File: src/hw/rtl/bkrd_pkg.sv
package bkrd_pkg;

    localparam int SLOT_COUNT        = 6;
    localparam int EVENT_COUNT       = 2 * SLOT_COUNT;
    localparam int EV_IDX_W          = $clog2(EVENT_COUNT);
    localparam int SLOT_IDX_W        = $clog2(SLOT_COUNT);
    localparam int BOOT_REPORT_BYTES = 8;
    localparam int FIFO_DEPTH        = 2;
    localparam int FIFO_PTR_W        = $clog2(FIFO_DEPTH);
    localparam int FIFO_CNT_W        = $clog2(FIFO_DEPTH + 1);

    localparam logic [7:0] MIN_VALID_CODE_RESET = 8'd3;

    // register indexes
    localparam logic REG_MIN_VALID_CODE = 1'b0;

    // one classified report: bit 2*i is the release of old slot i,
    // bit 2*i+1 is the press of new slot i
    typedef struct packed {
        logic [EVENT_COUNT-1:0]           mask;
        logic [SLOT_COUNT-1:0][7:0]       old_keys;
        logic [SLOT_COUNT-1:0][7:0]       new_keys;
        logic [7:0]                       modifier;
    } bkrd_entry_t;

    typedef struct packed {
        logic full;
        logic not_empty;
    } bkrd_fifo_status_t;

endpackage

File: src/hw/rtl/boot_keyboard_report_diff.sv
// channel   | direction | transaction                                   | handshake
// s_ report | in        | length, modifier byte, six key codes          | s_valid / s_ready
// m_ event  | out       | code, modifier, press flag, last-of-report    | m_valid / m_ready
// apb       | in        | min_valid_code at byte address 0              | psel/penable, pready=1
//
// A report is classified in the cycle it is accepted (72 parallel slot compares);
// a report yields 0 to 12 events, emitted one per cycle by the back sequencer while m_ready is high.
// Throughput is set by the single output register; the next queued report loads with the last event.
// Two classified reports queue between front and back; s_ready drops only when it is full.
// Synchronous active-low reset clears the stored keys, queue and output; min_valid_code to 3.
module boot_keyboard_report_diff
    import bkrd_pkg::*;
#(
    parameter int KEY_SLOTS = 6
) (
    input  logic        aclk,
    input  logic        aresetn,

    input  logic        s_valid,
    output logic        s_ready,
    input  logic [6:0]  s_report_len,
    input  logic [7:0]  s_modifier_bits,
    input  logic [7:0]  s_key_0,
    input  logic [7:0]  s_key_1,
    input  logic [7:0]  s_key_2,
    input  logic [7:0]  s_key_3,
    input  logic [7:0]  s_key_4,
    input  logic [7:0]  s_key_5,

    output logic        m_valid,
    input  logic        m_ready,
    output logic [7:0]  m_event_code,
    output logic [7:0]  m_event_modifier,
    output logic        m_is_press,
    output logic        m_last_event,

    input  logic        psel,
    input  logic        penable,
    input  logic        pwrite,
    input  logic [2:0]  paddr,
    input  logic [31:0] pwdata,
    output logic [31:0] prdata,
    output logic        pready
);

    logic [7:0]        min_valid_code_reg, min_valid_code_next;
    logic              cfg_write;
    logic              accept;
    logic              push;
    logic              pop;
    bkrd_entry_t       push_data;
    bkrd_entry_t       head_data;
    bkrd_fifo_status_t fifo_status;

    assign pready    = 1'b1;
    assign cfg_write = psel && penable && pwrite && pready;

    always_comb begin
        min_valid_code_next = min_valid_code_reg;
        if (cfg_write && (paddr[2] == REG_MIN_VALID_CODE)) begin
            min_valid_code_next = pwdata[7:0];
        end
    end

    always_ff @(posedge aclk) begin
        if (!aresetn) begin
            min_valid_code_reg <= MIN_VALID_CODE_RESET;
        end else begin
            min_valid_code_reg <= min_valid_code_next;
        end
    end

    assign prdata = (paddr[2] == REG_MIN_VALID_CODE) ? {24'd0, min_valid_code_reg} : 32'd0;

    assign s_ready = !fifo_status.full;
    assign accept  = s_valid && s_ready;

    bkrd_front #(
        .KEY_SLOTS (KEY_SLOTS)
    ) u_front (
        .aclk           (aclk),
        .aresetn        (aresetn),
        .accept         (accept),
        .rpt_len        (s_report_len),
        .modifier_bits  (s_modifier_bits),
        .keys           ({s_key_5, s_key_4, s_key_3, s_key_2, s_key_1, s_key_0}),
        .min_valid_code (min_valid_code_reg),
        .push           (push),
        .push_data      (push_data)
    );

    bkrd_fifo u_fifo (
        .aclk      (aclk),
        .aresetn   (aresetn),
        .push      (push),
        .push_data (push_data),
        .pop       (pop),
        .head_data (head_data),
        .status    (fifo_status)
    );

    bkrd_back u_back (
        .aclk             (aclk),
        .aresetn          (aresetn),
        .head_data        (head_data),
        .head_valid       (fifo_status.not_empty),
        .pop              (pop),
        .m_valid          (m_valid),
        .m_ready          (m_ready),
        .m_event_code     (m_event_code),
        .m_event_modifier (m_event_modifier),
        .m_is_press       (m_is_press),
        .m_last_event     (m_last_event)
    );

endmodule

File: src/hw/rtl/bkrd_front.sv
module bkrd_front
    import bkrd_pkg::*;
#(
    parameter int KEY_SLOTS = 6
) (
    input  logic                     aclk,
    input  logic                     aresetn,
    input  logic                     accept,
    input  logic [6:0]               rpt_len,
    input  logic [7:0]               modifier_bits,
    input  logic [SLOT_COUNT-1:0][7:0] keys,
    input  logic [7:0]               min_valid_code,
    output logic                     push,
    output bkrd_entry_t              push_data
);

    logic [SLOT_COUNT-1:0][7:0] held_keys_reg;
    logic [SLOT_COUNT-1:0][7:0] held_keys_next;
    logic                       full_report;
    logic [EVENT_COUNT-1:0]     mask;
    logic                       old_found;
    logic                       new_found;

    assign full_report = (rpt_len >= 7'(BOOT_REPORT_BYTES));

    always_comb begin
        mask = '0;
        for (int i = 0; i < SLOT_COUNT; i++) begin
            old_found = 1'b0;
            new_found = 1'b0;
            for (int j = 0; j < SLOT_COUNT; j++) begin
                if (j < KEY_SLOTS) begin
                    if (keys[j] == held_keys_reg[i]) old_found = 1'b1;
                    if (held_keys_reg[j] == keys[i]) new_found = 1'b1;
                end
            end
            if (i < KEY_SLOTS) begin
                mask[2*i]   = (held_keys_reg[i] > min_valid_code) && !old_found;
                mask[2*i+1] = (keys[i] > min_valid_code) && !new_found;
            end
        end
    end

    assign push_data.mask     = mask;
    assign push_data.old_keys = held_keys_reg;
    assign push_data.new_keys = keys;
    assign push_data.modifier = modifier_bits;
    assign push = accept && full_report && (mask != '0);

    always_comb begin
        held_keys_next = held_keys_reg;
        if (accept && full_report) begin
            held_keys_next = keys;
        end
    end

    always_ff @(posedge aclk) begin
        if (!aresetn) begin
            held_keys_reg <= '0;
        end else begin
            held_keys_reg <= held_keys_next;
        end
    end

endmodule

File: src/hw/rtl/bkrd_fifo.sv
module bkrd_fifo
    import bkrd_pkg::*;
(
    input  logic              aclk,
    input  logic              aresetn,
    input  logic              push,
    input  bkrd_entry_t       push_data,
    input  logic              pop,
    output bkrd_entry_t       head_data,
    output bkrd_fifo_status_t status
);

    bkrd_entry_t               entries_reg [FIFO_DEPTH];
    logic [FIFO_PTR_W-1:0]     wr_ptr_reg, wr_ptr_next;
    logic [FIFO_PTR_W-1:0]     rd_ptr_reg, rd_ptr_next;
    logic [FIFO_CNT_W-1:0]     count_reg, count_next;

    assign status.full      = (count_reg == FIFO_CNT_W'(FIFO_DEPTH));
    assign status.not_empty = (count_reg != '0);
    assign head_data        = entries_reg[rd_ptr_reg];

    always_comb begin
        wr_ptr_next = wr_ptr_reg;
        rd_ptr_next = rd_ptr_reg;
        count_next  = count_reg;
        if (push) begin
            wr_ptr_next = (wr_ptr_reg == FIFO_PTR_W'(FIFO_DEPTH - 1)) ? '0 : wr_ptr_reg + 1'b1;
        end
        if (pop) begin
            rd_ptr_next = (rd_ptr_reg == FIFO_PTR_W'(FIFO_DEPTH - 1)) ? '0 : rd_ptr_reg + 1'b1;
        end
        if (push && !pop) begin
            count_next = count_reg + 1'b1;
        end else if (pop && !push) begin
            count_next = count_reg - 1'b1;
        end
    end

    always_ff @(posedge aclk) begin
        if (push) begin
            entries_reg[wr_ptr_reg] <= push_data;
        end
    end

    always_ff @(posedge aclk) begin
        if (!aresetn) begin
            wr_ptr_reg <= '0;
            rd_ptr_reg <= '0;
            count_reg  <= '0;
        end else begin
            wr_ptr_reg <= wr_ptr_next;
            rd_ptr_reg <= rd_ptr_next;
            count_reg  <= count_next;
        end
    end

endmodule

File: src/hw/rtl/bkrd_back.sv
module bkrd_back
    import bkrd_pkg::*;
(
    input  logic              aclk,
    input  logic              aresetn,
    input  bkrd_entry_t       head_data,
    input  logic              head_valid,
    output logic              pop,
    output logic              m_valid,
    input  logic              m_ready,
    output logic [7:0]        m_event_code,
    output logic [7:0]        m_event_modifier,
    output logic              m_is_press,
    output logic              m_last_event
);

    logic                   cur_valid_reg, cur_valid_next;
    bkrd_entry_t            cur_reg, cur_next;
    logic                   out_valid_reg, out_valid_next;
    logic [7:0]             code_reg, code_next;
    logic [7:0]             mod_reg, mod_next;
    logic                   press_reg, press_next;
    logic                   last_reg, last_next;

    logic                   advance;
    logic [EV_IDX_W-1:0]    ev_idx;
    logic [SLOT_IDX_W-1:0]  slot;
    logic [EVENT_COUNT-1:0] remaining;

    assign advance = !out_valid_reg || m_ready;

    // lowest pending event first
    always_comb begin
        ev_idx = '0;
        for (int j = EVENT_COUNT - 1; j >= 0; j--) begin
            if (cur_reg.mask[j]) ev_idx = EV_IDX_W'(j);
        end
    end

    assign slot      = ev_idx[EV_IDX_W-1:1];
    assign remaining = cur_reg.mask & ~(EVENT_COUNT'(1) << ev_idx);

    always_comb begin
        cur_valid_next = cur_valid_reg;
        cur_next       = cur_reg;
        out_valid_next = out_valid_reg;
        code_next      = code_reg;
        mod_next       = mod_reg;
        press_next     = press_reg;
        last_next      = last_reg;
        pop            = 1'b0;

        if (advance) begin
            out_valid_next = 1'b0;
        end

        if (cur_valid_reg && advance) begin
            out_valid_next = 1'b1;
            press_next     = ev_idx[0];
            code_next      = ev_idx[0] ? cur_reg.new_keys[slot] : cur_reg.old_keys[slot];
            mod_next       = ev_idx[0] ? cur_reg.modifier : 8'd0;
            last_next      = (remaining == '0);
            cur_next.mask  = remaining;
            if (remaining == '0) begin
                // chain straight into the next report
                cur_valid_next = head_valid;
                pop            = head_valid;
                if (head_valid) cur_next = head_data;
            end
        end else if (!cur_valid_reg && head_valid) begin
            cur_valid_next = 1'b1;
            cur_next       = head_data;
            pop            = 1'b1;
        end
    end

    always_ff @(posedge aclk) begin
        cur_reg   <= cur_next;
        code_reg  <= code_next;
        mod_reg   <= mod_next;
        press_reg <= press_next;
        last_reg  <= last_next;
    end

    always_ff @(posedge aclk) begin
        if (!aresetn) begin
            cur_valid_reg <= 1'b0;
            out_valid_reg <= 1'b0;
        end else begin
            cur_valid_reg <= cur_valid_next;
            out_valid_reg <= out_valid_next;
        end
    end

    assign m_valid          = out_valid_reg;
    assign m_event_code     = code_reg;
    assign m_event_modifier = mod_reg;
    assign m_is_press       = press_reg;
    assign m_last_event     = last_reg;

endmodule

File: config.mk
export PLATFORM = sky130hd
export DESIGN_NAME = boot_keyboard_report_diff
export DESIGN_NICKNAME = d
export VERILOG_FILES = /design/src/hw/rtl/bkrd_pkg.sv /design/src/hw/rtl/boot_keyboard_report_diff.sv /design/src/hw/rtl/bkrd_front.sv /design/src/hw/rtl/bkrd_fifo.sv /design/src/hw/rtl/bkrd_back.sv
export SDC_FILE = /design/constraint.sdc
export NUM_CORES = 1
export LEC_CHECK = 0
export BUFFER_PORTS_ARGS = -buffer_cell sky130_fd_sc_hd__buf_4
export CAP_MARGIN = 20
export CORE_MARGIN = 5
export CORE_UTILIZATION = 35
export DETAILED_ROUTE_END_ITERATION = 8
export SETUP_SLACK_MARGIN = 0.02
export SLEW_MARGIN = 20
export SYNTH_ARGS = -nofsm -noshare
export SYNTH_HDL_FRONTEND = slang
export SYNTH_HIERARCHICAL = 1
export SYNTH_SLANG_ARGS = --single-unit
File: constraint.sdc
create_clock -name aclk -period 19.1 [get_ports aclk]
set_input_delay 1.91 -clock aclk [delete_from_list [all_inputs] [get_ports aclk]]
set_output_delay 1.91 -clock aclk [all_outputs]
set_load 0.1 [all_outputs]
==> results of run 1 <==
[tightest hold or removal path, cell delays in order, from the launching register on]
cell and delay [ns]:
dfxtp_1 0.33, nand2_1 0.06, mux2i_1 0.06
[per-layer routing]
metal,vias to the layer above,GRT usage (%),routed length (um)
li1,6767,-,-
met1,7353,22.1,27800
met2,478,29.8,33100
met3,152,2.29,3640
met4,0,6.70,2520
met5,-,0,0
[Yosys cell counts (23+ instances only)]
cell,number,share of area (%)
edfxtp_1,366,45
nand2_1,149,2.3
inv_1,36,0.56
mux2i_1,64,2.6
a21oi_1,29,0.60
nor2_1,23,0.36
nor4_1,57,1.5
a21boi_0,48,1.5
xnor2_1,81,2.9
o21a_1,25,0.77
xor2_1,210,7.6
clkbuf_1,31,0.48
dfxtp_1,63,5.2
mux2_4,40,2.5
nand4_1,50,1.3
ha_1,97,5.0
nor2b_1,101,2.6
mux2_2,84,3.9
buf_2,23,0.47
buf_4,154,4.8
[power groups by stage]
stage / sequential (mW) / combinational, mW / clock [mW]
finish: 1.49 / 1.18 / 0.944
global route: 1.51 / 1.26 / 1.01
CTS: 1.49 / 1.19 / 0.967
detailed placement: 1.51 / 1.19 / 0
global placement: 1.50 / 1.16 / 0
floorplan: 1.57 / 0.836 / 0
[kinds of logic after synthesis]
family / after synthesis / share of synthesized area, %
fa+ha+maj: 97 / 5.01
xor+xnor: 291 / 10.5
simple gates: 465 / 11.1
other cells: 2 / 0.0310
flops: 429 / 50.5
mux: 188 / 9.02
compound gates: 211 / 6.30
buf+inv: 270 / 7.47
[metrics by stage]
stage / std cells / utilization [%] / worst slack [ns]
3_3_place_gp: 2792 / 36.1 / 12.48
4_1_cts: 2880 / 38.4 / 12.99
6_report: 2881 / 38.4 / 13.02
5_1_grt: 2881 / 38.4 / 12.80
2_1_floorplan: 1976 / - / 5.62
3_5_place_dp: 2792 / 36.1 / 12.40
[area by class of cell]
cell class / instances / area, um2
clock inverters: 28 / 344
multi-input cells: 1277 / 10300
diodes: 1 / 2.50
well taps: 931 / 1160
fillers: 6567 / 42300
repair buffers: 119 / 893
flip-flops and latches: 429 / 12300
inverters: 36 / 135
clock buffers: 60 / 1270
[worst min-delay path by stage]
| stage | from | endpoint | slack, ns | cells after the start |
|---|---|---|---|---|
| after floorplan | u_front/push_data[56] | u_fifo/entries_reg[0][56] | 0.43 | 0 |
| after global placement | u_back/cur_valid_reg | u_back/m_valid | 0.48 | 1 |
| after detailed placement | u_back/cur_valid_reg | u_back/m_valid | 0.49 | 1 |
| after CTS | min_valid_code_reg[2] | min_valid_code_reg[2] | 0.52 | 2 |
| after global routing | u_back/cur_reg[2] | u_back/m_event_modifier[2] | 0.54 | 1 |
| final | min_valid_code_reg[2] | min_valid_code_reg[2] | 0.50 | 2 |
==> metrics.md, run 1 <==
| Metric | Value |
|---|---|
| Cell chain of the critical path | `buf_4 > ha_1 > nor2b_1 > o21a_1 > o21a_1 > o21bai_1 > a2111oi_2 > nor4_2 > a31oi_1 > nor2b_4 > buf_4 > buf_4` |
| DRT Wirelength | `67100 um` |
| DRT Pass-1 Iters | `5` |
| Main synth FF type | `edfxtp_1` |
| Gr ovfl total | `0` |
| Worst r2r src | `min_valid_code_reg[5]` |
| CTS buffer count | `47` |
| Delay-heaviest family, CP | `compound AO/OA/AOI/OAI gates` |
| First-pass GRT wire length | `97300 um` |
| Status | `finished, final reports clean` |
| Tot GR Track Use | `17.3%` |
| Crit path DAT | `6.27 ns` |
| Internal reg-to-reg setup slack | `13.67 ns` |
| YS warnings | `6` |
| Netlist cell types | `71` |
| Commonest non-fill, non-tap cell in the layout | `edfxtp_1` |
| Critical path endpoint category | `flop` |
| WP buf/inv | `3` |
| Routed vias | `14800` |
| Slew HR | `22.0%` |
| DRC viols | `0` |
| CTS tree | `built` |
| Peak supply drop | `96.8 uV` |
| Crit path kind | `in -> reg` |
| Largest net degree at the start of global routing | `72` |
| Final Hold Vio Count | `0` |
| I/O pin count | `158` |
| Post-Syn Instances | `1953` |
| CP max stage delay | `0.98 ns` |
| Final setup violation count | `0` |
| Cts hold-fix bufs | `0` |
| Starting DRT DRC Count | `1150` |
| RD Place Congestion | `0.887` |
| Post-synth EDFFs | `366` |
| #FFs+latches synth | `429` |
| Synthesis-to-layout area growth | `8.92%` |
| Clock power frac | `26.1%` |
| Fin. max-slew vios | `0` |
| Hold Crit Class | `reg -> reg` |
| Period utilization | `31.8%` |
| HPWL Detailed | `43800 um` |
| Post-CTS Repair Setup Buffers | `0` |
| Critical Path End | `u_fifo/entries_reg[0][13]` |
| Crit path top cell by count | `buf_4` |
| Critical R2R Capture | `u_fifo/entries_reg[0][13]` |
| Part of the power in registers | `41.2%` |
| Register area share after synthesis | `50.5%` |
| Clock period minus worst slack | `6.08 ns` |
| Cell Rows | `96` |
| Die span in y | `273 um` |
| Slew @ Worst Pin | `1.17 ns` |
| RSZ-0062 raised after global routing | `no` |
| Switch Pwr | `1.28 mW` |
| Worst path slowest cell | `a2111oi_2` |
| Final ANT Viol Nets | `0` |
| Worst skew pair latency | `0.59 ns` |
| Clock H-tree levels | `2` |
| Hold slack | `0.497 ns` |
| Maximum clock rate | `165 MHz` |
| Vias in the first global route | `14900` |
| Power density over the cells | `137 mW/mm2` |
| Die W | `273 um` |
| Area after DPL | `0.0248 mm2` |
| CTS resizes | `0` |
| Setup TNS | `0 ns` |
| Port-buffer cells | `103` |
| Buffer depth of the longest clock path | `3` |
| Initial core utilization | `35.3%` |
| CTS root buf | `clkbuf_16` |
| Crit Path Max Fanout | `61` |
| Comb pwr share | `32.7%` |
| Fin area | `0.0264 mm2` |
| Layout cells sized above 1 | `19.6%` |
| Internal Power | `2.34 mW` |
| Max-cap violation count | `0` |
| Final nets | `2112` |
| Clock skew | `0.0361 ns` |
| Clock sinks | `429` |
| Avg Synthesized Cell Area | `12.4 um2` |
| R2r worst-path depth | `11` |
| Worst Path Required | `19.30 ns` |
| CP Launch Type | `primary input` |
| Vias per inst | `5.12` |
| Post-Syn Area | `0.0242 mm2` |
| Core footprint | `0.0687 mm2` |
| Worst path depth | `12` |
| Most frequent cells in the layout | `366 x edfxtp_1, 210 x xor2_1, 149 x nand2_1` |
| Wire per inst | `23.3 um` |
| Total power | `3.62 mW` |
| Largest register FFs | `232` |
| Die ar. | `0.0746 mm2` |
| Leakage power | `10.0 nW` |
| Initial antenna violation count | `1` |
| Critical Path Start | `s_key_2[1]` |
| CTS clk-pin slew, worst paths | `0.06 ns` |
| Net Sw Frac | `35.3%` |
| FFs w/ async S/R, synth | `0%` |
Note: power is estimated with default switching activity, not from simulation.
==> inputs of run 2 (changes only) <==
==> constraint.sdc (replaced) <==
create_clock -name aclk -period 6.4 [get_ports aclk]
set_input_delay 0.64 -clock aclk [delete_from_list [all_inputs] [get_ports aclk]]
set_output_delay 0.64 -clock aclk [all_outputs]
set_load 0.1 [all_outputs]
==> run 2 against run 1 <==
  * Total power increased to 2.9 times the previous value
  * Sequential power rose to 3.0 times the previous value
  * First-iteration DRC count shrank 7.3%
  * Core utilization decreased by 0.12 points
  * Worst hold slack got worse by 0.25 ns
  * Critical path type is now reg -> reg
  * Routed wire length fell by 2.1%
  * Combinational power increased to 3.0 times the previous value
  * Final cell count shrank 0.17%
  * Highest routed layer unchanged
==> metrics.md, run 2 (synthesis results as in run 1) <==
| Metric | Value |
|---|---|
| Clock skew | `0.0251 ns (-0.0110 ns)` |
| Die ar. | `0.0746 mm2 (unchanged)` |
| Cell Rows | `96 (unchanged)` |
| CTS clk-pin slew, worst paths | `0.06 ns (about the same)` |
| Power density over the cells | `404 mW/mm2 (+190%)` |
| Register area | `0.0123 mm2 (unchanged)` |
| Filler cell count | `6590 (+0.35%)` |
| Final cell count without fillers | `2876 (-0.17%)` |
| RSZ-0062 raised after global routing | `no` |
| Vias in the first global route | `15000 (+0.59%)` |
| Hold Crit Class | `in -> reg` |
| Die W | `273 um (unchanged)` |
| Maximum clock rate | `212 MHz` |
| Layout cells sized above 1 | `19.2% (-0.42 points)` |
| Worst skew pair latency | `0.58 ns (about the same)` |
| Fin. max-slew vios | `0 (unchanged)` |
| Gr ovfl total | `0 (unchanged)` |
| Min-delay src | `s_modifier_bits[0]` |
| Hold slack | `0.246 ns (-0.251 ns)` |
| Slew @ Worst Pin | `1.13 ns (-0.0417 ns)` |
| Wire per inst | `22.8 um (-2.0%)` |
| DRT Pass-1 Iters | `5 (unchanged)` |
| Tot GR Track Use | `17.1% (-0.20 points)` |
| Routed vias | `14700 (-0.21%)` |
| Worst Path Required | `6.64 ns (-12.66 ns)` |
| CTS resizes | `0 (unchanged)` |
| Clock period minus worst slack | `4.72 ns` |
| Internal reg-to-reg setup slack | `1.68 ns (-11.99 ns)` |
| Core footprint | `0.0687 mm2 (unchanged)` |
| Crit path kind | `reg -> reg` |
| Most frequent cells in the layout | `366 x edfxtp_1, 210 x xor2_1, 149 x nand2_1` |
| WHS Endpoint | `u_fifo/entries_reg[0][0]` |
| Crit path DAT | `4.96 ns (-1.31 ns)` |
| HPWL Detailed | `43200 um (-1.5%)` |
| Final nets | `2110 (-0.095%)` |
| Critical path endpoint category | `flop` |
| Period utilization | `73.8%` |
| CTS tree | `built` |
| CTS root buf | `clkbuf_16` |
| Post-CTS Repair Setup Buffers | `0 (unchanged)` |
| Status | `finished, final reports clean` |
| Final ANT Viol Nets | `0 (unchanged)` |
| Hold Path Depth | `1 (-1)` |
| Peak supply drop | `289 uV (+200%)` |
| Worst r2r src | `min_valid_code_reg[5]` |
| I/O pin count | `158 (unchanged)` |
| Clock H-tree levels | `2 (unchanged)` |
| Slew HR | `24.7% (+2.8 points)` |
| Starting DRT DRC Count | `1066 (-7.3%)` |
| CTS buffer count | `46 (-2.1%)` |
| Cts hold-fix bufs | `0 (unchanged)` |
| Area after DPL | `0.0248 mm2 (+0.17%)` |
| DRT Wirelength | `65600 um (-2.1%)` |
| Synthesis-to-layout area growth | `8.58%` |
| Antenna Cells | `0 (-1)` |
| Commonest non-fill, non-tap cell in the layout | `edfxtp_1` |
| Largest net degree at the start of global routing | `105 (+46%)` |
| Critical R2R Capture | `u_fifo/entries_reg[1][16]` |
| Placed insts | `2791 (-0.036%)` |
| DRC viols | `0 (unchanged)` |
| Clock sinks | `429 (unchanged)` |
| CP Launch Type | `flop` |
| Fin area | `0.0263 mm2 (-0.31%)` |
| Final setup violation count | `0 (unchanged)` |
| Die span in y | `273 um (unchanged)` |
| Buffer depth of the longest clock path | `3 (unchanged)` |
| Multi-input logic area | `0.0103 mm2 (about the same)` |
| RD Place Congestion | `0.883 (-0.48%)` |
| Pre-CTS WS | `1.55 ns (-10.85 ns)` |
| Worst Slack Setup Final | `1.68 ns (-11.35 ns)` |
| Vias per inst | `5.12 (about the same)` |
| Largest register FFs | `232 (unchanged)` |
| R2r worst-path depth | `10 (-1)` |
| Setup TNS | `0 ns (unchanged)` |
| Initial antenna violation count | `0 (-1)` |
| Final Hold Vio Count | `0 (unchanged)` |
| Crit Path Max Fanout | `41 (-33%)` |
| Port-buffer cells | `103 (unchanged)` |
| First-pass GRT wire length | `96700 um (-0.57%)` |
| Leakage power | `9.98 nW (-0.63%)` |
| Initial core utilization | `35.3% (unchanged)` |
| Max-cap violation count | `0 (unchanged)` |
[run 2: cell types whose count changed in the layout (fill, tap and decap cells not counted), moves of 2 or more]
cell       before  now
buf_12          0    3
buf_4         119  115
bufinv_16       7    5
clkbuf_1       10   16
clkbuf_16      48   46
clkinv_2        6    2
inv_8           4    0
[run 2: through the flow]
| stage | power, mW | util, % |
|---|---|---|
| detailed placement | 8.06 | 36.1 |
| global route | 11.1 | 38.3 |
| global placement | 7.98 | 36.1 |
| finish | 10.6 | 38.3 |
| floorplan | 7.10 | - |
| CTS | 10.7 | 38.3 |
[run 2: worst max path at each step]
stage | endpoint | slack (ns) | startpoint
6_report | u_fifo/entries_reg[1][16] | 1.68 | min_valid_code_reg[5]
5_1_grt | u_fifo/entries_reg[1][12] | 1.44 | min_valid_code_reg[1]
4_1_cts | u_fifo/entries_reg[1][12] | 1.53 | min_valid_code_reg[5]
3_5_place_dp | u_fifo/entries_reg[1][9] | 1.55 | min_valid_code_reg[5]
3_3_place_gp | u_fifo/entries_reg[1][15] | 1.62 | min_valid_code_reg[5]
2_1_floorplan | u_back/cur_reg[0] | 0.36 | u_back/cur_reg[106]
[run 2: where the power goes]
| group | switching, mW | internal, mW |
|---|---|---|
| Clock | 1.09 | 1.56 |
| Combinational | 2.22 | 1.32 |
| Sequential | 0.460 | 3.98 |
| Total | 3.77 | 6.86 |
[run 2: final cells by class]
cell class / count / share of cell area (%)
sequential: 429 / 46.6
multi-input combinational: 1277 / 39.3
clock buffer: 63 / 4.65
timing repair buffer: 118 / 3.51
clock inverter: 22 / 1.05
inverter: 36 / 0.513
tap: 931 / 4.43
[run 2: worst max-delay path, stage by stage (launching register included)]
cell       delay (ns)
dfxtp_1          0.39
inv_1            0.40
ha_1             0.47
a21o_1           0.12
a21o_1           0.13
a21oi_1          0.06
a2111oi_1        0.96
nor4_1           0.15
a31oi_1          0.51
and2_4           0.68
buf_4            0.43
[run 2: layer usage]
metal | wire (um) | track usage [%]
met4 | 2430 | 6.48
met5 | 0 | 0
met1 | 27200 | 21.7
met2 | 32700 | 29.5
met3 | 3320 | 2.55
==> inputs of run 3 (changes only) <==
==> constraint.sdc (replaced) <==
create_clock -name aclk -period 4.1 [get_ports aclk]
set_input_delay 0.41 -clock aclk [delete_from_list [all_inputs] [get_ports aclk]]
set_output_delay 0.41 -clock aclk [all_outputs]
set_load 0.1 [all_outputs]
==> run 3 against run 2 <==
  * Register-to-register slack lost 1.5 ns
  * Maximum frequency increased by 21%
  * First-iteration DRC count is 23% higher
  * Worst hold slack got worse by 0.21 ns
  * Largest cell class unchanged
  * Critical endpoint is now u_fifo/count_reg[1]
==> metrics.md, run 3 (synthesis results as in run 1) <==
| Metric | Value |
|---|---|
| Status | `finished, final reports clean` |
| Crit Path Max Fanout | `9 (-78%)` |
| I/O pin count | `158 (unchanged)` |
| Routed vias | `15200 (+3.4%)` |
| Commonest non-fill, non-tap cell in the layout | `edfxtp_1` |
| Wire per inst | `23.1 um (+1.1%)` |
| CTS root buf | `clkbuf_16` |
| Clock skew | `0.0153 ns (-0.00980 ns)` |
| Worst r2r src | `u_front/push_data[102]` |
| Core footprint | `0.0687 mm2 (unchanged)` |
| Crit path DAT | `4.39 ns (-0.57 ns)` |
| Buffer depth of the longest clock path | `3 (unchanged)` |
| Final Core Density | `39.6% (+1.3 points)` |
| Fin. max-slew vios | `0 (unchanged)` |
| Initial antenna violation count | `1 (+1)` |
| Crit path kind | `reg -> reg` |
| Clock period minus worst slack | `3.90 ns (-0.823 ns)` |
| Critical Path Start | `u_front/push_data[102]` |
| DRT Wirelength | `68500 um (+4.4%)` |
| Vias in the first global route | `15400 (+2.8%)` |
| Gr ovfl total | `0 (unchanged)` |
| Tot GR Track Use | `17.8% (+0.71 points)` |
| Die ar. | `0.0746 mm2 (unchanged)` |
| Cell Rows | `96 (unchanged)` |
| Cts hold-fix bufs | `7 (+7)` |
| Power density over the cells | `619 mW/mm2 (+53%)` |
| CTS resizes | `0 (unchanged)` |
| Largest register FFs | `232 (unchanged)` |
| Total power | `16.8 mW (+58%)` |
| Slew HR | `33.1% (+8.3 points)` |
| Critical Path End | `u_fifo/count_reg[1]` |
| Critical R2R Capture | `u_fifo/count_reg[1]` |
| DRT Pass-1 Iters | `5 (unchanged)` |
| Period utilization | `95.2% (+21 points)` |
| Leakage power | `10.5 nW (+5.0%)` |
| First-pass GRT wire length | `99500 um (+2.9%)` |
| Post-CTS Repair Setup Buffers | `0 (unchanged)` |
| Final Hold Vio Count | `0 (unchanged)` |
| R2r worst-path depth | `12 (+2)` |
| RD Place Congestion | `0.874 (-0.97%)` |
| Final ANT Viol Nets | `0 (unchanged)` |
| Internal reg-to-reg setup slack | `0.20 ns (-1.48 ns)` |
| HPWL Detailed | `45800 um (+6.0%)` |
| Most frequent cells in the layout | `366 x edfxtp_1, 210 x xor2_1, 184 x buf_4` |
| Final nets | `2197 (+4.1%)` |
| Worst skew pair latency | `0.57 ns (about the same)` |
| Critical path endpoint category | `flop` |
| Layout cells sized above 1 | `23.1% (+3.9 points)` |
| Slew @ Worst Pin | `0.978 ns (-0.148 ns)` |
| Setup TNS | `0 ns (unchanged)` |
| Port-buffer cells | `103 (unchanged)` |
| Die W | `273 um (unchanged)` |
| Clock H-tree levels | `2 (unchanged)` |
| CTS tree | `built` |
| Synthesis-to-layout area growth | `12.1%` |
| Starting DRT DRC Count | `1308 (+23%)` |
| CTS clk-pin slew, worst paths | `0.06 ns (about the same)` |
| Peak supply drop | `451 uV (+56%)` |
| Filler cell count | `6573 (-0.26%)` |
| DRC viols | `0 (unchanged)` |
| Final cell count without fillers | `2968 (+3.2%)` |
| CTS buffer count | `48 (+4.3%)` |
| CP Launch Type | `flop` |
| Clock sinks | `429 (unchanged)` |
| Vias per inst | `5.13 (+0.21%)` |
| Worst Path Required | `4.59 ns (-2.05 ns)` |
| Initial core utilization | `35.3% (unchanged)` |
| Hold Crit Class | `in -> reg` |
| Placed insts | `2869 (+2.8%)` |
| Maximum clock rate | `256 MHz (+21%)` |
| Final setup violation count | `0 (unchanged)` |
| Max-cap violation count | `0 (unchanged)` |
| Die span in y | `273 um (unchanged)` |
| RSZ-0062 raised after global routing | `no` |
| Largest net degree at the start of global routing | `117 (+11%)` |
## run 3: per-layer routing
layer,routed length (um),part of all wire (%),GRT usage [%],vias up
met1,28100,41,22.5,7546
met2,33400,49,30.4,575
li1,-,-,-,6929
met5,19,0.028,0,-
met3,4070,5.9,2.83,170
met4,2960,4.3,7.38,2
## run 3: critical path, cell delays in order (launching register included)
cell and delay (ns):
dfxtp_1 0.89, xor2_1 0.17, nor4_1 0.33, nand2_1 0.25
o21ai_1 0.17, a2111oi_2 0.08, buf_4 0.18, nor4_1 0.44
a31oi_1 0.24, buf_4 0.22, ha_1 0.33, or3_1 0.34
a21boi_0 0.17
## run 3: cell type report
type / instances / area, um2 / area share, %
multi-input combinational: 1277 / 10400 / 38.2
timing repair buffer: 203 / 1690 / 6.22
tap: 931 / 1160 / 4.28
clock inverter: 21 / 169 / 0.621
antenna: 3 / 7.51 / 0.0276
clock buffer: 68 / 1380 / 5.07
sequential: 429 / 12300 / 45.1
inverter: 36 / 138 / 0.506
## run 3: worst min path at each step
| stage | slack [ns] | startpoint | end | depth (start not counted) |
|---|---|---|---|---|
| finish | 0.03 | s_modifier_bits[3] | u_fifo/entries_reg[1][3] | 1 |
| global route | 0.004 | s_modifier_bits[3] | u_fifo/entries_reg[1][3] | 1 |
| CTS | 0.0006 | s_modifier_bits[3] | u_fifo/entries_reg[1][3] | 1 |
| detailed placement | 0.47 | min_valid_code_reg[2] | min_valid_code_reg[2] | 2 |
| global placement | 0.46 | min_valid_code_reg[2] | min_valid_code_reg[2] | 2 |
| floorplan | 0.43 | u_front/push_data[56] | u_fifo/entries_reg[0][56] | 0 |
## run 3: where the power goes
group / internal, mW / switching [mW]
Combinational: 2.25 / 3.64
Clock: 2.42 / 1.72
Sequential: 6.21 / 0.584
Total: 10.9 / 5.95
## run 3: per-stage QoR
step | worst slack (ns) | instance area [um2] | hold slack (ns)
after global routing | 0.0495 | 27200 | 0.00415
after detailed placement | 0.315 | 25600 | 0.473
final | 0.198 | 27200 | 0.0323
after CTS | 0.277 | 27200 | 0.000563
after floorplan | -1.94 | 24400 | 0.427
after global placement | 0.320 | 25600 | 0.464
